==> src/hdl/bis_pkg.sv <==
package bis_pkg;

   // Fixed field widths of the channels and the configuration port.
   localparam int POS_W      = 12;
   localparam int COLOR_W    = 8;
   localparam int RGB_W      = 24;
   localparam int FRAC_W     = 16;
   localparam int SRC_REG_W  = 9;
   localparam int DST_REG_W  = 13;
   localparam int CSR_IDX_W  = 2;
   localparam int CSR_DATA_W = 13;
   localparam int UV_W       = 8;
   localparam int WGT_W      = 17;
   localparam int PROD_W     = WGT_W + COLOR_W;
   localparam int SUM_W      = PROD_W + 2;
   localparam int CALC_W     = 16;

   // Queue between the front and the back.
   localparam int QUEUE_DEPTH = 4;
   localparam int QUEUE_AW    = 2;

   localparam logic [WGT_W-1:0]    ONE_WEIGHT    = 17'h10000;
   localparam logic [SRC_REG_W-1:0] SRC_RESET    = 9'd256;
   localparam logic [DST_REG_W-1:0] DST_RESET    = 13'd256;

   typedef enum logic [CSR_IDX_W-1:0] {
      CSR_SRC_WIDTH  = 2'd0,
      CSR_SRC_HEIGHT = 2'd1,
      CSR_DST_WIDTH  = 2'd2,
      CSR_DST_HEIGHT = 2'd3
   } csr_index_type;

   typedef enum logic {
      ACT_WRITE = 1'b0,
      ACT_FETCH = 1'b1
   } action_type;

   typedef enum logic [1:0] {
      KIND_WRITE = 2'd0,
      KIND_FETCH = 2'd1,
      KIND_ERROR = 2'd2
   } kind_type;

   typedef struct packed {
      kind_type           kind;
      logic [POS_W-1:0]   pos_x;
      logic [POS_W-1:0]   pos_y;
      logic [RGB_W-1:0]   rgb;
   } item_type;

endpackage

==> src/hdl/bis_queue.sv <==
module bis_queue import bis_pkg::*; (
   input  logic     clock,
   input  logic     reset,
   input  logic     push,
   input  item_type push_item,
   output logic     full,
   input  logic     pop,
   output item_type head_item,
   output logic     not_empty
);

   item_type              slot_ff [QUEUE_DEPTH];
   logic [QUEUE_AW-1:0]   wr_ptr_ff, rd_ptr_ff;
   logic [QUEUE_AW:0]     count_ff;
   logic                  do_pop;

   assign full      = (count_ff == (QUEUE_AW+1)'(QUEUE_DEPTH));
   assign not_empty = (count_ff != '0);
   assign do_pop    = pop && not_empty;
   assign head_item = slot_ff[rd_ptr_ff];

   // Small ring buffer that lets front and back stall on their own.
   always_ff @(posedge clock) begin
      if (reset) begin
         wr_ptr_ff <= '0;
         rd_ptr_ff <= '0;
         count_ff  <= '0;
      end else begin
         if (push) begin
            wr_ptr_ff <= wr_ptr_ff + 1'b1;
         end
         if (do_pop) begin
            rd_ptr_ff <= rd_ptr_ff + 1'b1;
         end
         if (push && !do_pop) begin
            count_ff <= count_ff + 1'b1;
         end else if (do_pop && !push) begin
            count_ff <= count_ff - 1'b1;
         end
      end
      if (push) begin
         slot_ff[wr_ptr_ff] <= push_item;
      end
   end

   a_no_overflow: assert property (@(posedge clock) disable iff (reset)
      !(push && full))
      else $error("item pushed into a full queue");

endmodule

==> config.mk <==
export PLATFORM = sky130hd
export DESIGN_NAME = bis_queue
export DESIGN_NICKNAME = d
export VERILOG_FILES = /design/src/hdl/bis_pkg.sv /design/src/hdl/bis_queue.sv
export SDC_FILE = /design/constraint.sdc
export NUM_CORES = 1
export LEC_CHECK = 0
export ABC_AREA = 1
export ABC_CLOCK_PERIOD_IN_PS = 5700
export BUFFER_PORTS_ARGS = -buffer_cell sky130_fd_sc_hd__buf_2
export CAP_MARGIN = 20
export CORE_MARGIN = 5
export CORE_UTILIZATION = 45
export CTS_CLUSTER_DIAMETER = 120
export DETAILED_ROUTE_END_ITERATION = 8
export PLACE_DENSITY = 0.67
export REMOVE_ABC_BUFFERS = 1
export SLEW_MARGIN = 10
export SYNTH_ARGS = -nofsm -noshare
export SYNTH_HDL_FRONTEND = slang
export SYNTH_SLANG_ARGS = --single-unit
==> constraint.sdc <==
create_clock -name clock -period 5.7 [get_ports clock]
set_clock_uncertainty 0.1 [all_clocks]
set_input_delay 1.14 -clock clock [delete_from_list [all_inputs] [get_ports clock]]
set_output_delay 1.14 -clock clock [all_outputs]
set_load 0.05 [all_outputs]
==> results of run 1 <==
==> metal layers <==
metal	routed length, um	part of all wire [%]	GRT usage [%]
met3	1260	7.9	4.66
met5	21	0.13	0
met1	6490	40	18.2
met4	303	1.9	4.86
met2	7950	50	26.5
==> worst max-delay path by stage <==
| stage | start | to | slack (ns) |
|---|---|---|---|
| 2_1_floorplan | flop | head_item[0] | 1.46 |
| 3_3_place_gp | flop | head_item[2] | 2.33 |
| 3_5_place_dp | flop | head_item[6] | 2.33 |
| 4_1_cts | flop | head_item[6] | 1.81 |
| 5_1_grt | flop | head_item[6] | 1.63 |
| 6_report | flop | head_item[6] | 1.87 |
==> area by class of cell <==
cell class                 instances  area (sq um)
clock inverter                    15          77.6
tap                              225           282
inverter                          16          72.6
timing repair buffer             111           571
multi-input combinational        290          1420
fill                            1446          8160
sequential                       209          6190
clock buffer                      24           579
antenna                            3          7.51
==> cell families after synthesis <==
kind of cell	count (synthesis)
flops	209
compound gates	158
simple gates	125
buf+inv	47
fa+ha+maj	6
xor+xnor	1
==> sequential cells by signal (all words and copies together), names as in the netlist, named ones only <==
signal and count:
count_ff 3, rd_ptr_ff 2, slot_ff 200, wr_ptr_ff 2
==> worst max-delay path: cells and delay by family, from the launching register on <==
kind / cells / cell delay, ns
AO/OA/AOI/OAI: 2 / 0.39
flip-flops: 1 / 0.31
buffers and inverters: 3 / 1.39
==> Yosys cell counts <==
| library cell | number | area share, % |
|---|---|---|
| inv_1 | 13 | 0.61 |
| o21ai_1 | 60 | 3.7 |
| buf_2 | 10 | 0.62 |
| inv_2 | 2 | 0.094 |
| nor3_1 | 1 | 0.062 |
| inv_12 | 1 | 0.20 |
| ha_1 | 5 | 0.78 |
| dlymetal6s2s_1 | 1 | 0.16 |
| nor2_2 | 1 | 0.078 |
| buf_8 | 5 | 0.94 |
| o22ai_1 | 50 | 3.9 |
| edfxtp_1 | 200 | 75 |
| nand3_1 | 3 | 0.19 |
| buf_4 | 5 | 0.47 |
| fa_1 | 1 | 0.25 |
| xor2_1 | 1 | 0.11 |
| o21ai_0 | 43 | 2.7 |
| nand2_1 | 15 | 0.70 |
| nor2_1 | 105 | 4.9 |
| dfxtp_1 | 9 | 2.2 |
| buf_12 | 5 | 1.2 |
| buf_6 | 5 | 0.70 |
| a21oi_1 | 5 | 0.31 |
==> stage by stage <==
step	total power [W]	hold WS, ns	worst slack, ns
after floorplan	0.00280	0.359	1.46
after global placement	0.00313	0.374	2.33
after detailed placement	0.00317	0.389	2.33
after CTS	0.00444	0.398	1.81
after global routing	0.00459	0.422	1.63
final	0.00439	0.400	1.87
==> power breakdown <==
group / switching (W) / internal, W / leakage, nW / total (W)
registers: 0.0000726 / 0.00177 / 1.91 / 0.00184
logic: 0.000998 / 0.000278 / 1.03 / 0.00128
clock network: 0.000543 / 0.000731 / 0.323 / 0.00127
==> reports/results.ini, run 1 <==
[global_routing]
grt_overflow = 0
grtUsageTotal_pct = 15.2
antenna_found_initial = 4
grt_pass1_wl_um = 24500
grt_start_max_net_pins = 101
grt_pass1_vias = 4783

[power]
ir_drop_uv = 303
p_leak_nw = 3.26
cellPowerDensity_nw_per_um2 = 477

[sta]
rsz0062_at_grt = false
setup-tns-final_ns = 0
finalCritPeriodShare_pct = 67.2
clock.fmax_mhz = 261
tightest_slew_ns = 0.960
setup_viol = 0
fin_crit_ns = 3.83
slew_headroom_pct = 35.9
hold_violations = 0
slew_violations = 0

[cts]
htreeDepth = 1
clkSinkCount = 209
cts_root_buf = clkbuf_16
clk_path_buf_depth = 3
clk_latency_ns = 0.49
clkTransAtPathRegs_ns = 0.06
numCtsBuffers = 22
post-cts-setup-buffers = 0
cts_resized = 0
hold_buffers = 0
cts_tree = yes

[detailed_routing]
firstDrtPassIters = 4
routed_wirelength_um = 16000
drtAntennaViolNets = 0
post-route-drc-count = 0
post_drt_via_cell_ratio = 5.27
wl_per_cell_um = 17.9
via_count = 4708
drtIter0Drc = 313

[worst_hold_path]
hp-start = rd_ptr_ff[1]
holdPathStages = 2
hold_class = flop to flop

[synth]
syn_area_sq_um = 8010
synth_top_family_by_area = compound AO/OA/AOI/OAI gates
yosysWarnings = 0
synth_seq_area_share_pct = 77.2
synth_xor_area_share_pct = 0.109
synth_compound_area_share_pct = 10.7
synth.area.mux_share_pct = 0
synth_cell_types = 23
syn_inst = 546
synth_adder_area_share_pct = 1.03
synth-simple-area-share_pct = 5.95
synth_seq_cells = 209
syn_avg_cell_area_sq_um = 14.7

[place]
place_congestion = 0.781
place_area_sq_um = 8540
dpl.cell_count = 851
hpwl_um = 8680
numPortBuffers = 105

[floorplanning]
start_util_pct = 46.2
core_area_sq_um = 17400
die_x_um = 143
die_y_um = 143
rows = 48
die_area_sq_um = 20600
boundaryPins = 106

[final_layout]
utilization_pct = 53.0
fin_area_sq_um = 9200
drive_above_1_share_pct = 23.5
final_nets = 710
area_growth_pct = 14.9
final_cell_mix = edfxtp_1 (200), nor2_1 (105), buf_2 (105), o21ai_1 (60), o22ai_1 (50)
final_common_cell = edfxtp_1
fin_cells = 893

[worst_setup_path]
ff2ff_path_depth = 8
r2r-end = count_ff[1]
path_max_fanout = 51
slowest_delay_ns = 0.78
crit_required_ns = 4.46
critical_path.cell_chain = buf_4 > inv_2 > o21ai_1 > o22ai_1 > buf_2
critPathArrivalTime_ns = 2.59
rrSetupSlack_ns = 3.76
r2r_start = count_ff[0]
slowest_stage = inv_2
endpoint_kind = output port
path_class = flop to output port
startpoint_type = flop

[flow_run]
max_cap_violations = 0

[status]
status = complete, no violations

No activity file was read; power rests on OpenSTA's default activity.
==> inputs of run 2 (changes only) <==
ABC_CLOCK_PERIOD_IN_PS = 3700   (was 5700)
clock period = 3.7 ns   (was 5.7 ns; I/O delays follow)
==> reports/results.ini, run 2 (synthesis results as in run 1) <==
[cts]
clkSinkCount = 209  ; unchanged
hold_buffers = 0  ; unchanged
clk_path_buf_depth = 3  ; unchanged
cts_resized = 0  ; unchanged
htreeDepth = 1  ; unchanged
cts_tree = yes  ; unchanged
clkTransAtPathRegs_ns = 0.06  ; about the same
numCtsBuffers = 21  ; was 22
clk_latency_ns = 0.48  ; was 0.49 ns
post-cts-setup-buffers = 0  ; unchanged
cts_root_buf = clkbuf_16  ; unchanged

[sta]
hold_violations = 0  ; unchanged
slew_headroom_pct = 53.1  ; was 35.9%
clock.fmax_mhz = 310
setup_viol = 0  ; unchanged
finalCritPeriodShare_pct = 87.1
fin_crit_ns = 3.22
tightest_slew_ns = 0.702  ; was 0.960 ns
slew_violations = 0  ; unchanged
rsz0062_at_grt = false  ; unchanged

[global_routing]
antenna_found_initial = 5  ; was 4
grt_start_max_net_pins = 101  ; unchanged
grt_pass1_wl_um = 25600  ; was 24,500 um
grt_pass1_vias = 4838  ; was 4,783
grt_overflow = 0  ; unchanged
grtUsageTotal_pct = 15.9  ; was 15.2%

[power]
ir_drop_uv = 491  ; was 303 uV
cellPowerDensity_nw_per_um2 = 726  ; was 477 nW/um^2
p_total_w = 0.00667  ; was 0.00439 W
p_leak_nw = 3.24  ; was 3.26 nW

[status]
status = complete, no violations  ; unchanged

[floorplanning]
die_y_um = 143  ; unchanged
boundaryPins = 106  ; unchanged
core_area_sq_um = 17400  ; unchanged
die_area_sq_um = 20600  ; unchanged
die_x_um = 143  ; unchanged
rows = 48  ; unchanged
start_util_pct = 46.2  ; unchanged

[worst_setup_path]
path_max_fanout = 53  ; was 51
path_class = flop to output port  ; unchanged
critPathArrivalTime_ns = 2.38  ; was 2.59 ns
rrSetupSlack_ns = 1.74  ; was 3.76 ns
crit_required_ns = 2.86  ; was 4.46 ns
startpoint_type = flop  ; unchanged
endpoint_kind = output port  ; unchanged
r2r-end = count_ff[2]  ; was count_ff[1]
ff2ff_path_depth = 12  ; was 8
r2r_start = count_ff[1]  ; was count_ff[0]

[final_layout]
utilization_pct = 52.9  ; was 53.0%
final_cell_mix = edfxtp_1 (200), nor2_1 (105), buf_2 (105), o21ai_1 (60), o22ai_1 (50)  ; unchanged
seq_area_sq_um = 6190  ; unchanged
fin_cells = 889  ; was 893
multi_input_area_sq_um = 1420  ; unchanged
final_common_cell = edfxtp_1  ; unchanged
largest_register = slot_ff  ; unchanged
largest_reg_flops = 200  ; unchanged
area_growth_pct = 14.6  ; was 14.9%
reg_top3 = slot_ff x200, count_ff x3  ; unchanged
drive_above_1_share_pct = 22.5  ; was 23.5%
final_nets = 712  ; was 710
num-fill-cells = 1435  ; was 1,446
fin_area_sq_um = 9180  ; was 9200 sq um

[detailed_routing]
via_count = 4788  ; was 4,708
routed_wirelength_um = 16600  ; was 16,000 um
routed.top_layer = met5  ; unchanged
post-route-drc-count = 0  ; unchanged
drtAntennaViolNets = 0  ; unchanged
drtIter0Drc = 390  ; was 313
route.met2.wl_um = 7920  ; was 7950 um
post_drt_via_cell_ratio = 5.39  ; was 5.27
firstDrtPassIters = 4  ; unchanged
wl_met3_um = 1380  ; was 1260 um
wl_met1_um = 7000  ; was 6490 um
wl_per_cell_um = 18.7  ; was 17.9 um

[worst_hold_path]
hp-start = reset  ; was rd_ptr_ff[1]
holdPathStages = 2  ; unchanged
hold_class = input pin to flop  ; was flop to flop

[place]
numPortBuffers = 105  ; unchanged
place_congestion = 0.720  ; was 0.781
dpl.cell_count = 854  ; was 851
hpwl_um = 9760  ; was 8680 um
place_area_sq_um = 8600  ; was 8540 sq um

[flow_run]
max_cap_violations = 0  ; unchanged

run 2: critical path, cell delays in order, from the launching register on:
cell and delay [ns]:
dfxtp_4 0.75, buf_4 0.42, o21ai_0 0.16, o22ai_1 0.24
buf_2 0.30
run 2: layer usage:
layer / vias to the layer above / GRT usage [%]
met2: 132 / 26.2
met3: 36 / 5.42
met1: 2369 / 20.5
li1: 2243 / -
met4: 8 / 4.11
met5: - / 0
run 2: worst max path at each step:
stage,end,slack (ns)
after CTS,head_item[16],0.47
after global routing,head_item[16],0.33
after global placement,head_item[16],1.07
final,head_item[16],0.48
after floorplan,head_item[0],-0.14
after detailed placement,head_item[16],0.99
run 2: power breakdown:
| group | internal, W | switching (W) | total (W) | leakage, nW |
|---|---|---|---|---|
| clock | 0.00103 | 0.000790 | 0.00183 | 0.280 |
| sequential | 0.00272 | 0.000106 | 0.00283 | 1.91 |
| combinational | 0.000439 | 0.00157 | 0.00201 | 1.05 |
| total | 0.00420 | 0.00247 | 0.00667 | 3.24 |
run 2: area by class of cell:
| type | instances | share of cell area [%] |
|---|---|---|
| clock inverters | 7 | 0.354 |
| repair buffers | 114 | 6.87 |
| inverters | 16 | 0.791 |
| clock buffers | 27 | 5.97 |
| multi-input cells | 290 | 15.5 |
| diodes | 1 | 0.0273 |
| flip-flops and latches | 209 | 67.4 |
| well taps | 225 | 3.07 |
run 2: metrics by stage:
stage | hold WS [ns] | setup slack (ns) | setup TNS [ns]
floorplan | 0.359 | -0.136 | -5.77
global placement | 0.384 | 1.07 | 0
detailed placement | 0.389 | 0.986 | 0
CTS | 0.348 | 0.470 | 0
global route | 0.352 | 0.329 | 0
finish | 0.364 | 0.478 | 0
