<file path="config.mk">
export PLATFORM = sky130hd
export DESIGN_NAME = bis_front_flat
export DESIGN_NICKNAME = d
export VERILOG_FILES = /design/src/hdl/bis_pkg.sv /design/src/hdl/bis_if.sv /design/src/hdl/bis_step_div.sv /design/src/hdl/bis_front.sv /design/src/flat_wrapper.sv
export SDC_FILE = /design/constraint.sdc
export NUM_CORES = 1
export LEC_CHECK = 0
export BUFFER_PORTS_ARGS = -buffer_cell sky130_fd_sc_hd__buf_4
export CORE_MARGIN = 2
export CORE_UTILIZATION = 52
export DETAILED_ROUTE_END_ITERATION = 8
export PLACE_DENSITY = 0.89
export SYNTH_ARGS = -nofsm -noshare
export SYNTH_HDL_FRONTEND = slang
export SYNTH_SLANG_ARGS = --single-unit
</file>
<file path="constraint.sdc">
create_clock -name clock -period 3.43 [get_ports clock]
set_input_delay 0.5145 -clock clock [delete_from_list [all_inputs] [get_ports clock]]
set_output_delay 0.5145 -clock clock [all_outputs]
set_load 0.1 [all_outputs]
</file>
<file path="src/hdl/bis_pkg.sv">
package bis_pkg;

   // Fixed field widths of the channels and the configuration port.
   localparam int POS_W      = 12;
   localparam int COLOR_W    = 8;
   localparam int RGB_W      = 24;
   localparam int FRAC_W     = 16;
   localparam int SRC_REG_W  = 9;
   localparam int DST_REG_W  = 13;
   localparam int CSR_IDX_W  = 2;
   localparam int CSR_DATA_W = 13;
   localparam int UV_W       = 8;
   localparam int WGT_W      = 17;
   localparam int PROD_W     = WGT_W + COLOR_W;
   localparam int SUM_W      = PROD_W + 2;
   localparam int CALC_W     = 16;

   // Queue between the front and the back.
   localparam int QUEUE_DEPTH = 4;
   localparam int QUEUE_AW    = 2;

   localparam logic [WGT_W-1:0]    ONE_WEIGHT    = 17'h10000;
   localparam logic [SRC_REG_W-1:0] SRC_RESET    = 9'd256;
   localparam logic [DST_REG_W-1:0] DST_RESET    = 13'd256;

   typedef enum logic [CSR_IDX_W-1:0] {
      CSR_SRC_WIDTH  = 2'd0,
      CSR_SRC_HEIGHT = 2'd1,
      CSR_DST_WIDTH  = 2'd2,
      CSR_DST_HEIGHT = 2'd3
   } csr_index_type;

   typedef enum logic {
      ACT_WRITE = 1'b0,
      ACT_FETCH = 1'b1
   } action_type;

   typedef enum logic [1:0] {
      KIND_WRITE = 2'd0,
      KIND_FETCH = 2'd1,
      KIND_ERROR = 2'd2
   } kind_type;

   typedef struct packed {
      kind_type           kind;
      logic [POS_W-1:0]   pos_x;
      logic [POS_W-1:0]   pos_y;
      logic [RGB_W-1:0]   rgb;
   } item_type;

endpackage

</file>
<file path="src/hdl/bis_if.sv">
// Request channel: pixel writes and scaled pixel fetches.
interface bis_req_if import bis_pkg::*; ();
   logic                 valid;
   logic                 ready;
   logic                 action;
   logic [POS_W-1:0]     pos_x;
   logic [POS_W-1:0]     pos_y;
   logic [COLOR_W-1:0]   in_red;
   logic [COLOR_W-1:0]   in_green;
   logic [COLOR_W-1:0]   in_blue;

   modport source (output valid, action, pos_x, pos_y, in_red, in_green, in_blue,
                   input ready);
   modport sink (input valid, action, pos_x, pos_y, in_red, in_green, in_blue,
                 output ready);
endinterface


</file>
<file path="src/hdl/bis_step_div.sv">
module bis_step_div import bis_pkg::*; #(
   parameter int DVD_W = 24,
   parameter int DVS_W = 13
) (
   input  logic             clock,
   input  logic             reset,
   input  logic             start,
   input  logic [DVD_W-1:0] dividend,
   input  logic [DVS_W-1:0] divisor,
   output logic             busy,
   output logic [DVD_W-1:0] quotient
);

   localparam int CNT_W = $clog2(DVD_W + 1);

   logic [DVD_W-1:0] work_ff, work_in;
   logic [DVS_W-1:0] rem_ff, rem_in;
   logic [CNT_W-1:0] cnt_ff, cnt_in;
   logic             busy_ff, busy_in;
   logic [DVS_W:0]   trial;
   logic [DVS_W:0]   diff;
   logic             fits;

   // One restoring step: shift in the next dividend bit and try a subtract.
   always_comb begin
      trial = {rem_ff, work_ff[DVD_W-1]};
      diff  = trial - {1'b0, divisor};
      fits  = (trial >= {1'b0, divisor});
      work_in = work_ff;
      rem_in  = rem_ff;
      cnt_in  = cnt_ff;
      busy_in = busy_ff;
      if (start) begin
         work_in = dividend;
         rem_in  = '0;
         cnt_in  = CNT_W'(DVD_W);
         busy_in = 1'b1;
      end else if (busy_ff) begin
         work_in = {work_ff[DVD_W-2:0], fits};
         rem_in  = fits ? diff[DVS_W-1:0] : trial[DVS_W-1:0];
         cnt_in  = cnt_ff - 1'b1;
         busy_in = (cnt_ff != CNT_W'(1));
      end
   end

   always_ff @(posedge clock) begin
      if (reset) begin
         busy_ff <= 1'b0;
         cnt_ff  <= '0;
      end else begin
         busy_ff <= busy_in;
         cnt_ff  <= cnt_in;
      end
      work_ff <= work_in;
      rem_ff  <= rem_in;
   end

   assign busy     = busy_ff;
   assign quotient = work_ff;

   // The last step of a run must end the run unless a new one starts.
   a_div_ends: assert property (@(posedge clock) disable iff (reset)
      (busy_ff && cnt_ff == CNT_W'(1) && !start) |=> !busy_ff)
      else $error("divider kept running past its last step");

endmodule

</file>
<file path="src/hdl/bis_front.sv">
module bis_front import bis_pkg::*; #(
   parameter int MAX_SRC_WIDTH  = 256,
   parameter int MAX_SRC_HEIGHT = 256,
   parameter int MAX_DST_DIM    = 4096,
   localparam int XS_W = $clog2(MAX_SRC_WIDTH),
   localparam int YS_W = $clog2(MAX_SRC_HEIGHT),
   localparam int XD_W = XS_W + FRAC_W,
   localparam int YD_W = YS_W + FRAC_W
) (
   input  logic                  clock,
   input  logic                  reset,
   bis_req_if.sink               req_chan,
   input  logic                  csr_we,
   input  logic [CSR_IDX_W-1:0]  csr_index,
   input  logic [CSR_DATA_W-1:0] csr_wdata,
   output logic                  push,
   output item_type              push_item,
   input  logic                  queue_full,
   output logic [XS_W-1:0]       last_x,
   output logic [YS_W-1:0]       last_y,
   output logic [XD_W-1:0]       step_x,
   output logic [YD_W-1:0]       step_y
);

   localparam int DW_W = $clog2(MAX_DST_DIM + 1);
   localparam logic [CALC_W-1:0] MAX_W16 = CALC_W'(MAX_SRC_WIDTH);
   localparam logic [CALC_W-1:0] MAX_H16 = CALC_W'(MAX_SRC_HEIGHT);
   localparam logic [CALC_W-1:0] MAX_D16 = CALC_W'(MAX_DST_DIM);

   logic [SRC_REG_W-1:0] src_w_ff, src_h_ff;
   logic [DST_REG_W-1:0] dst_w_ff, dst_h_ff;
   logic                 start_ff;
   logic [CALC_W-1:0]    sw16, sh16, dw16, dh16;
   logic [CALC_W-1:0]    sw_cl, sh_cl, dw_cl, dh_cl;
   logic                 busy_x, busy_y;
   logic [XD_W-1:0]      quot_x;
   logic [YD_W-1:0]      quot_y;
   logic                 accept;
   logic                 is_fetch;
   logic                 out_of_dst;
   logic                 in_store;

   // Configuration registers; every write restarts the step calculation.
   always_ff @(posedge clock) begin
      if (reset) begin
         src_w_ff <= SRC_RESET;
         src_h_ff <= SRC_RESET;
         dst_w_ff <= DST_RESET;
         dst_h_ff <= DST_RESET;
         start_ff <= 1'b1;
      end else begin
         start_ff <= csr_we;
         if (csr_we) begin
            case (csr_index_type'(csr_index))
               CSR_SRC_WIDTH:  src_w_ff <= csr_wdata[SRC_REG_W-1:0];
               CSR_SRC_HEIGHT: src_h_ff <= csr_wdata[SRC_REG_W-1:0];
               CSR_DST_WIDTH:  dst_w_ff <= csr_wdata;
               CSR_DST_HEIGHT: dst_h_ff <= csr_wdata;
               default: ;
            endcase
         end
      end
   end

   // Sizes as used: a zero source is one pixel, and all are capped at the maxima.
   always_comb begin
      sw16  = CALC_W'(src_w_ff);
      sh16  = CALC_W'(src_h_ff);
      dw16  = CALC_W'(dst_w_ff);
      dh16  = CALC_W'(dst_h_ff);
      sw_cl = (sw16 == '0) ? CALC_W'(1) : ((sw16 > MAX_W16) ? MAX_W16 : sw16);
      sh_cl = (sh16 == '0) ? CALC_W'(1) : ((sh16 > MAX_H16) ? MAX_H16 : sh16);
      dw_cl = (dw16 > MAX_D16) ? MAX_D16 : dw16;
      dh_cl = (dh16 > MAX_D16) ? MAX_D16 : dh16;
   end

   assign last_x = XS_W'(sw_cl - 1'b1);
   assign last_y = YS_W'(sh_cl - 1'b1);

   // Step per axis: ((src - 1) << 16) / dst + 1, one quotient bit a cycle.
   bis_step_div #(.DVD_W(XD_W), .DVS_W(DW_W)) u_div_x (
      .clock    (clock),
      .reset    (reset),
      .start    (start_ff),
      .dividend ({last_x, FRAC_W'(0)}),
      .divisor  (DW_W'(dw_cl)),
      .busy     (busy_x),
      .quotient (quot_x)
   );

   bis_step_div #(.DVD_W(YD_W), .DVS_W(DW_W)) u_div_y (
      .clock    (clock),
      .reset    (reset),
      .start    (start_ff),
      .dividend ({last_y, FRAC_W'(0)}),
      .divisor  (DW_W'(dh_cl)),
      .busy     (busy_y),
      .quotient (quot_y)
   );

   assign step_x = quot_x + 1'b1;
   assign step_y = quot_y + 1'b1;

   // Classify each item; writes outside the storage are taken and dropped.
   assign req_chan.ready = !start_ff && !busy_x && !busy_y && !queue_full;
   assign accept         = req_chan.valid && req_chan.ready;
   assign is_fetch       = (action_type'(req_chan.action) == ACT_FETCH);

   always_comb begin
      out_of_dst = (CALC_W'(req_chan.pos_x) >= dw_cl) ||
                   (CALC_W'(req_chan.pos_y) >= dh_cl);
      in_store   = (CALC_W'(req_chan.pos_x) < MAX_W16) &&
                   (CALC_W'(req_chan.pos_y) < MAX_H16);
      push_item.pos_x = req_chan.pos_x;
      push_item.pos_y = req_chan.pos_y;
      push_item.rgb   = {req_chan.in_red, req_chan.in_green, req_chan.in_blue};
      if (!is_fetch) begin
         push_item.kind = KIND_WRITE;
      end else if (out_of_dst) begin
         push_item.kind = KIND_ERROR;
      end else begin
         push_item.kind = KIND_FETCH;
      end
      push = accept && (is_fetch || in_store);
   end

   // No item may enter while a step is being recalculated.
   a_no_accept_busy: assert property (@(posedge clock) disable iff (reset)
      (start_ff || busy_x || busy_y) |-> !req_chan.ready)
      else $error("item accepted while step calculation runs");

   a_start_runs: assert property (@(posedge clock) disable iff (reset)
      start_ff |=> (busy_x && busy_y))
      else $error("step calculation did not start");

endmodule

</file>
<file path="src/flat_wrapper.sv">
// flat-port wrapper written by rule: the top's interface ports become plain ports
module bis_front_flat import bis_pkg::*;
#(
   parameter int MAX_SRC_WIDTH  = 256,
   parameter int MAX_SRC_HEIGHT = 256,
   parameter int MAX_DST_DIM    = 4096,
   localparam int XS_W = $clog2(MAX_SRC_WIDTH),
   localparam int YS_W = $clog2(MAX_SRC_HEIGHT),
   localparam int XD_W = XS_W + FRAC_W,
   localparam int YD_W = YS_W + FRAC_W
)
  (clock, reset, csr_we, csr_index, csr_wdata, push, push_item, queue_full, last_x, last_y, step_x, step_y, req_chan_valid, req_chan_action, req_chan_pos_x, req_chan_pos_y, req_chan_in_red, req_chan_in_green, req_chan_in_blue, req_chan_ready);
  bis_req_if req_chan_i ();
  input  logic clock;
  input  logic reset;
  input  logic csr_we;
  input  logic [CSR_IDX_W-1:0] csr_index;
  input  logic [CSR_DATA_W-1:0] csr_wdata;
  output logic push;
  output item_type push_item;
  input  logic queue_full;
  output logic [XS_W-1:0] last_x;
  output logic [YS_W-1:0] last_y;
  output logic [XD_W-1:0] step_x;
  output logic [YD_W-1:0] step_y;
  input wire logic [$bits(req_chan_i.valid)-1:0] req_chan_valid;
  input wire logic [$bits(req_chan_i.action)-1:0] req_chan_action;
  input wire logic [$bits(req_chan_i.pos_x)-1:0] req_chan_pos_x;
  input wire logic [$bits(req_chan_i.pos_y)-1:0] req_chan_pos_y;
  input wire logic [$bits(req_chan_i.in_red)-1:0] req_chan_in_red;
  input wire logic [$bits(req_chan_i.in_green)-1:0] req_chan_in_green;
  input wire logic [$bits(req_chan_i.in_blue)-1:0] req_chan_in_blue;
  output wire logic [$bits(req_chan_i.ready)-1:0] req_chan_ready;
  assign req_chan_i.valid = req_chan_valid;
  assign req_chan_i.action = req_chan_action;
  assign req_chan_i.pos_x = req_chan_pos_x;
  assign req_chan_i.pos_y = req_chan_pos_y;
  assign req_chan_i.in_red = req_chan_in_red;
  assign req_chan_i.in_green = req_chan_in_green;
  assign req_chan_i.in_blue = req_chan_in_blue;
  assign req_chan_ready = req_chan_i.ready;
  bis_front #(.MAX_SRC_WIDTH(MAX_SRC_WIDTH), .MAX_SRC_HEIGHT(MAX_SRC_HEIGHT), .MAX_DST_DIM(MAX_DST_DIM)) u_core (.clock(clock), .reset(reset), .req_chan(req_chan_i), .csr_we(csr_we), .csr_index(csr_index), .csr_wdata(csr_wdata), .push(push), .push_item(push_item), .queue_full(queue_full), .last_x(last_x), .last_y(last_y), .step_x(step_x), .step_y(step_y));
endmodule
</file>
==> flow_metrics.env <==
export IMPL_switching_share_pct=33.71
export IMPL_required_ns=2.92
export IMPL_yosys_warnings=0
export IMPL_seq_area_frac_synth_pct=32.61
export IMPL_grt_pass1_vias=7534
export IMPL_first_pass_iters=6
export IMPL_post_synth_top_count_cell="nand2_1"
export IMPL_yosysTopAreaCell="dfxtp_1"
export IMPL_drive_gt1_share_pct=17.89
export IMPL_placedCellCount=1324
export IMPL_synth_area_top_cells="dfxtp_1 (27%), ha_1 (8.5%), nand2_1 (7.8%)"
export IMPL_fin_area_um2=10080
export IMPL_place_port_buffers=136
export IMPL_setup_ws_ns=0.1755
export IMPL_place_congestion=0.9225
export IMPL_diodes=0
export IMPL_dpl_hpwl_um=15680
export IMPL_synth_edff_count=16
export IMPL_cts_root_buf="clkbuf_16"
export IMPL_syn2layout_area_growth_pct=18.10
export IMPL_antenna_found_initial=0
export IMPL_via_count=7894
export IMPL_initial_utilization_pct=53.52
export IMPL_netSwitchingPower_mw=1.630
export IMPL_critPathCaptureType="output port"
export IMPL_hold_buffers=0
export IMPL_finalCritPeriodShare_pct=94.88
export IMPL_maxSlewViolCount=0
export IMPL_hold_violations=0
export IMPL_status="finished clean"
export IMPL_critPathKind="register to output port"
export IMPL_period_minus_slack_ns=3.255
export IMPL_drv_cap=0
export IMPL_drtIter0Drc=696
export IMPL_skew_ns=0.008397
export IMPL_hp_class="input port to register"
export IMPL_synthArstFlopShare_pct=0
export IMPL_critical_path_arrival_ns=2.74
export IMPL_via_per_inst=5.822
export IMPL_boundaryPins=185
export IMPL_internal_power_mw=3.205
export IMPL_cts_max_level=4
export IMPL_slew_headroom_pct=50.39
export IMPL_path_max_fanout=13
export IMPL_synth_net_count=1186
export IMPL_seqPwrFrac_pct=35.1
export IMPL_worstHoldPathCells=3
export IMPL_p_comb_share_pct=25.7
export IMPL_power_leakage_nw=4.221
export IMPL_rows=46
export IMPL_reg2reg_depth=9
export IMPL_ys_flop_type="dfxtp_1"
export IMPL_cts_tree="built"
export IMPL_clk_latency_ns=0.42
export IMPL_yosysTopAreaCellShare_pct=26.98
export IMPL_track_usage_pct=24.92
export IMPL_synthCells=1057
export IMPL_wirelength_um=21810
export IMPL_synth_area_um2=8532
export IMPL_core_area_um2=15940
export IMPL_pre_cts_slack_ns=0.4084
export IMPL_critPathLaunchType="register"
export IMPL_clock_path_buffers=2
export IMPL_antenna_left=0
export IMPL_clkTransAtPathRegs_ns=0.06
export IMPL_synth_common_cells="nand2_1 (177), dfxtp_1 (115), nor2_1 (99)"
export IMPL_fmax_mhz=307.3
export IMPL_tightest_slew_ns=0.7414
export IMPL_p_clk_share_pct=39.3
export IMPL_setup_violations=0
export IMPL_grt_ovfl_total=0
export IMPL_drc=0
export IMPL_synth_distinct_cells=66
export IMPL_dieArea_um2=17450
export IMPL_cts_num_sinks=131
export IMPL_power_density_nw_per_um2=479.8
export IMPL_vdd_ir_drop_max_v=0.0003968
export IMPL_wl_per_cell_um=16.08
export IMPL_die_x_um=132.1
export IMPL_die_height_um=132.1
export IMPL_synth_avg_cell_area_um2=8.072
export IMPL_synth_ff_latch_count=131
export IMPL_final_nets=1256
export IMPL_grt_pass1_wl_um=36000
export IMPL_post_cts_buffers=0
export IMPL_placed_area_um2=9429
export IMPL_stdcell_count=1356
export IMPL_grt_max_degree=55
export IMPL_numCtsBuffers=17
## path summary, 6_finish.rpt
kind                  startpoint                        to  slack [ns]
min reg2reg   u_core.dst_h_ff[5]        u_core.dst_h_ff[5]        0.46
min                csr_wdata[12]       u_core.dst_h_ff[12]        0.36
max          u_core.dst_h_ff[12]             push_item[48]        0.18
max reg2reg  u_core.dst_h_ff[12]  u_core.u_div_y.rem_ff[8]        0.44
## sequential cells by signal, indices dropped and copies added (netlist names)
register and flops:
u_core.u_div_y.rem_ff 13, u_core.u_div_x.cnt_ff 5, u_core.dst_w_ff 13, u_core.u_div_x.quotient 24
u_core.dst_h_ff 13, u_core.u_div_y.cnt_ff 5, u_core.u_div_x.busy 1, u_core.src_h_ff 9
u_core.u_div_y.busy 1, u_core.src_w_ff 9, u_core.u_div_y.quotient 24, u_core.u_div_x.rem_ff 13
u_core.start_ff 1
## per-layer routing
layer	global-route usage [%]	vias up	wire length, um	part of all wire [%]
met5	0	-	0	0
li1	-	3820	-	-
met4	11.59	0	958	4.4
met2	42.71	315	10390	48
met1	29.77	3676	9000	41
met3	5.459	83	1461	6.7
## repair_timing
item | 4_1_cts | 5_1_grt
gates cloned | 0 | 0
pin swaps | 0 | 1
setup endpoints to repair | 2 | 4
hold endpoints to repair | 0 | 0
resized for setup | 3 | 7
## cell usage in the layout (no fill, tap or decap), drive strengths merged, types with 12 or more instances in the layout
master | netlist | routed
clkbuf | 31 | 18
a21oi | 72 | 72
or3 | 14 | 14
nand3 | 30 | 30
dfxtp | 115 | 115
a311oi | 12 | 12
a211oi | 13 | 13
xor2 | 15 | 15
nand2 | 177 | 177
o21ai | 36 | 36
xnor2 | 46 | 46
and3 | 18 | 18
nor2 | 99 | 99
a21o | 18 | 18
nor3 | 16 | 16
mux2i | 43 | 43
ha | 58 | 58
buf | 60 | 142
inv | 30 | 34
nand4 | 17 | 17
edfxtp | 16 | 16
## per-stage QoR
step	util, %	total power, mW	setup TNS (ns)	hold WS, ns
detailed placement	59.14	2.936	0	0.4498
floorplan	-	2.813	-0.05765	0.4318
CTS	63.07	4.838	0	0.3463
finish	63.20	4.834	0	0.3605
global placement	59.14	2.908	0	0.4398
global route	63.20	5.034	-0.009161	0.3553
## power groups by stage
stage / Combinational, mW / Sequential, mW / Clock (mW)
after floorplan: 1.12 / 1.69 / 0
after global placement: 1.19 / 1.72 / 0
after detailed placement: 1.21 / 1.72 / 0
after CTS: 1.23 / 1.69 / 1.92
after global routing: 1.33 / 1.70 / 2.01
final: 1.24 / 1.69 / 1.90
## worst max-delay path, cell delays in order (launching register included)
cell and delay, ns:
dfxtp_1 0.36, inv_4 0.13, nand2_1 0.10, ha_1 0.30
a21o_1 0.16, a21o_1 0.17, a21oi_1 0.15, o22ai_1 0.14
a211o_1 0.29, nor4b_4 0.27, buf_6 0.26
## kinds of logic after synthesis
kind of cell,count (synthesis),synth area share (%)
XOR/XNOR,61,6.262
AND/OR/NAND/NOR,429,23.32
buffers and inverters,123,7.728
multiplexers,44,5.177
AO/OA/AOI/OAI,209,15.93
flip-flops,131,32.61
adder cells (fa/ha/maj),60,8.975
## area by class of cell
type,instances,area [um2]
Tap cell,216,270.3
Clock inverter,14,172.7
Inverter,32,125.1
Timing Repair Buffer,142,1082
Sequential cell,131,2786
Multi-Input combinational cell,803,5189
Fill cell,1350,5867
Clock buffer,18,450.4
No activity file was read; power rests on OpenSTA's default activity.
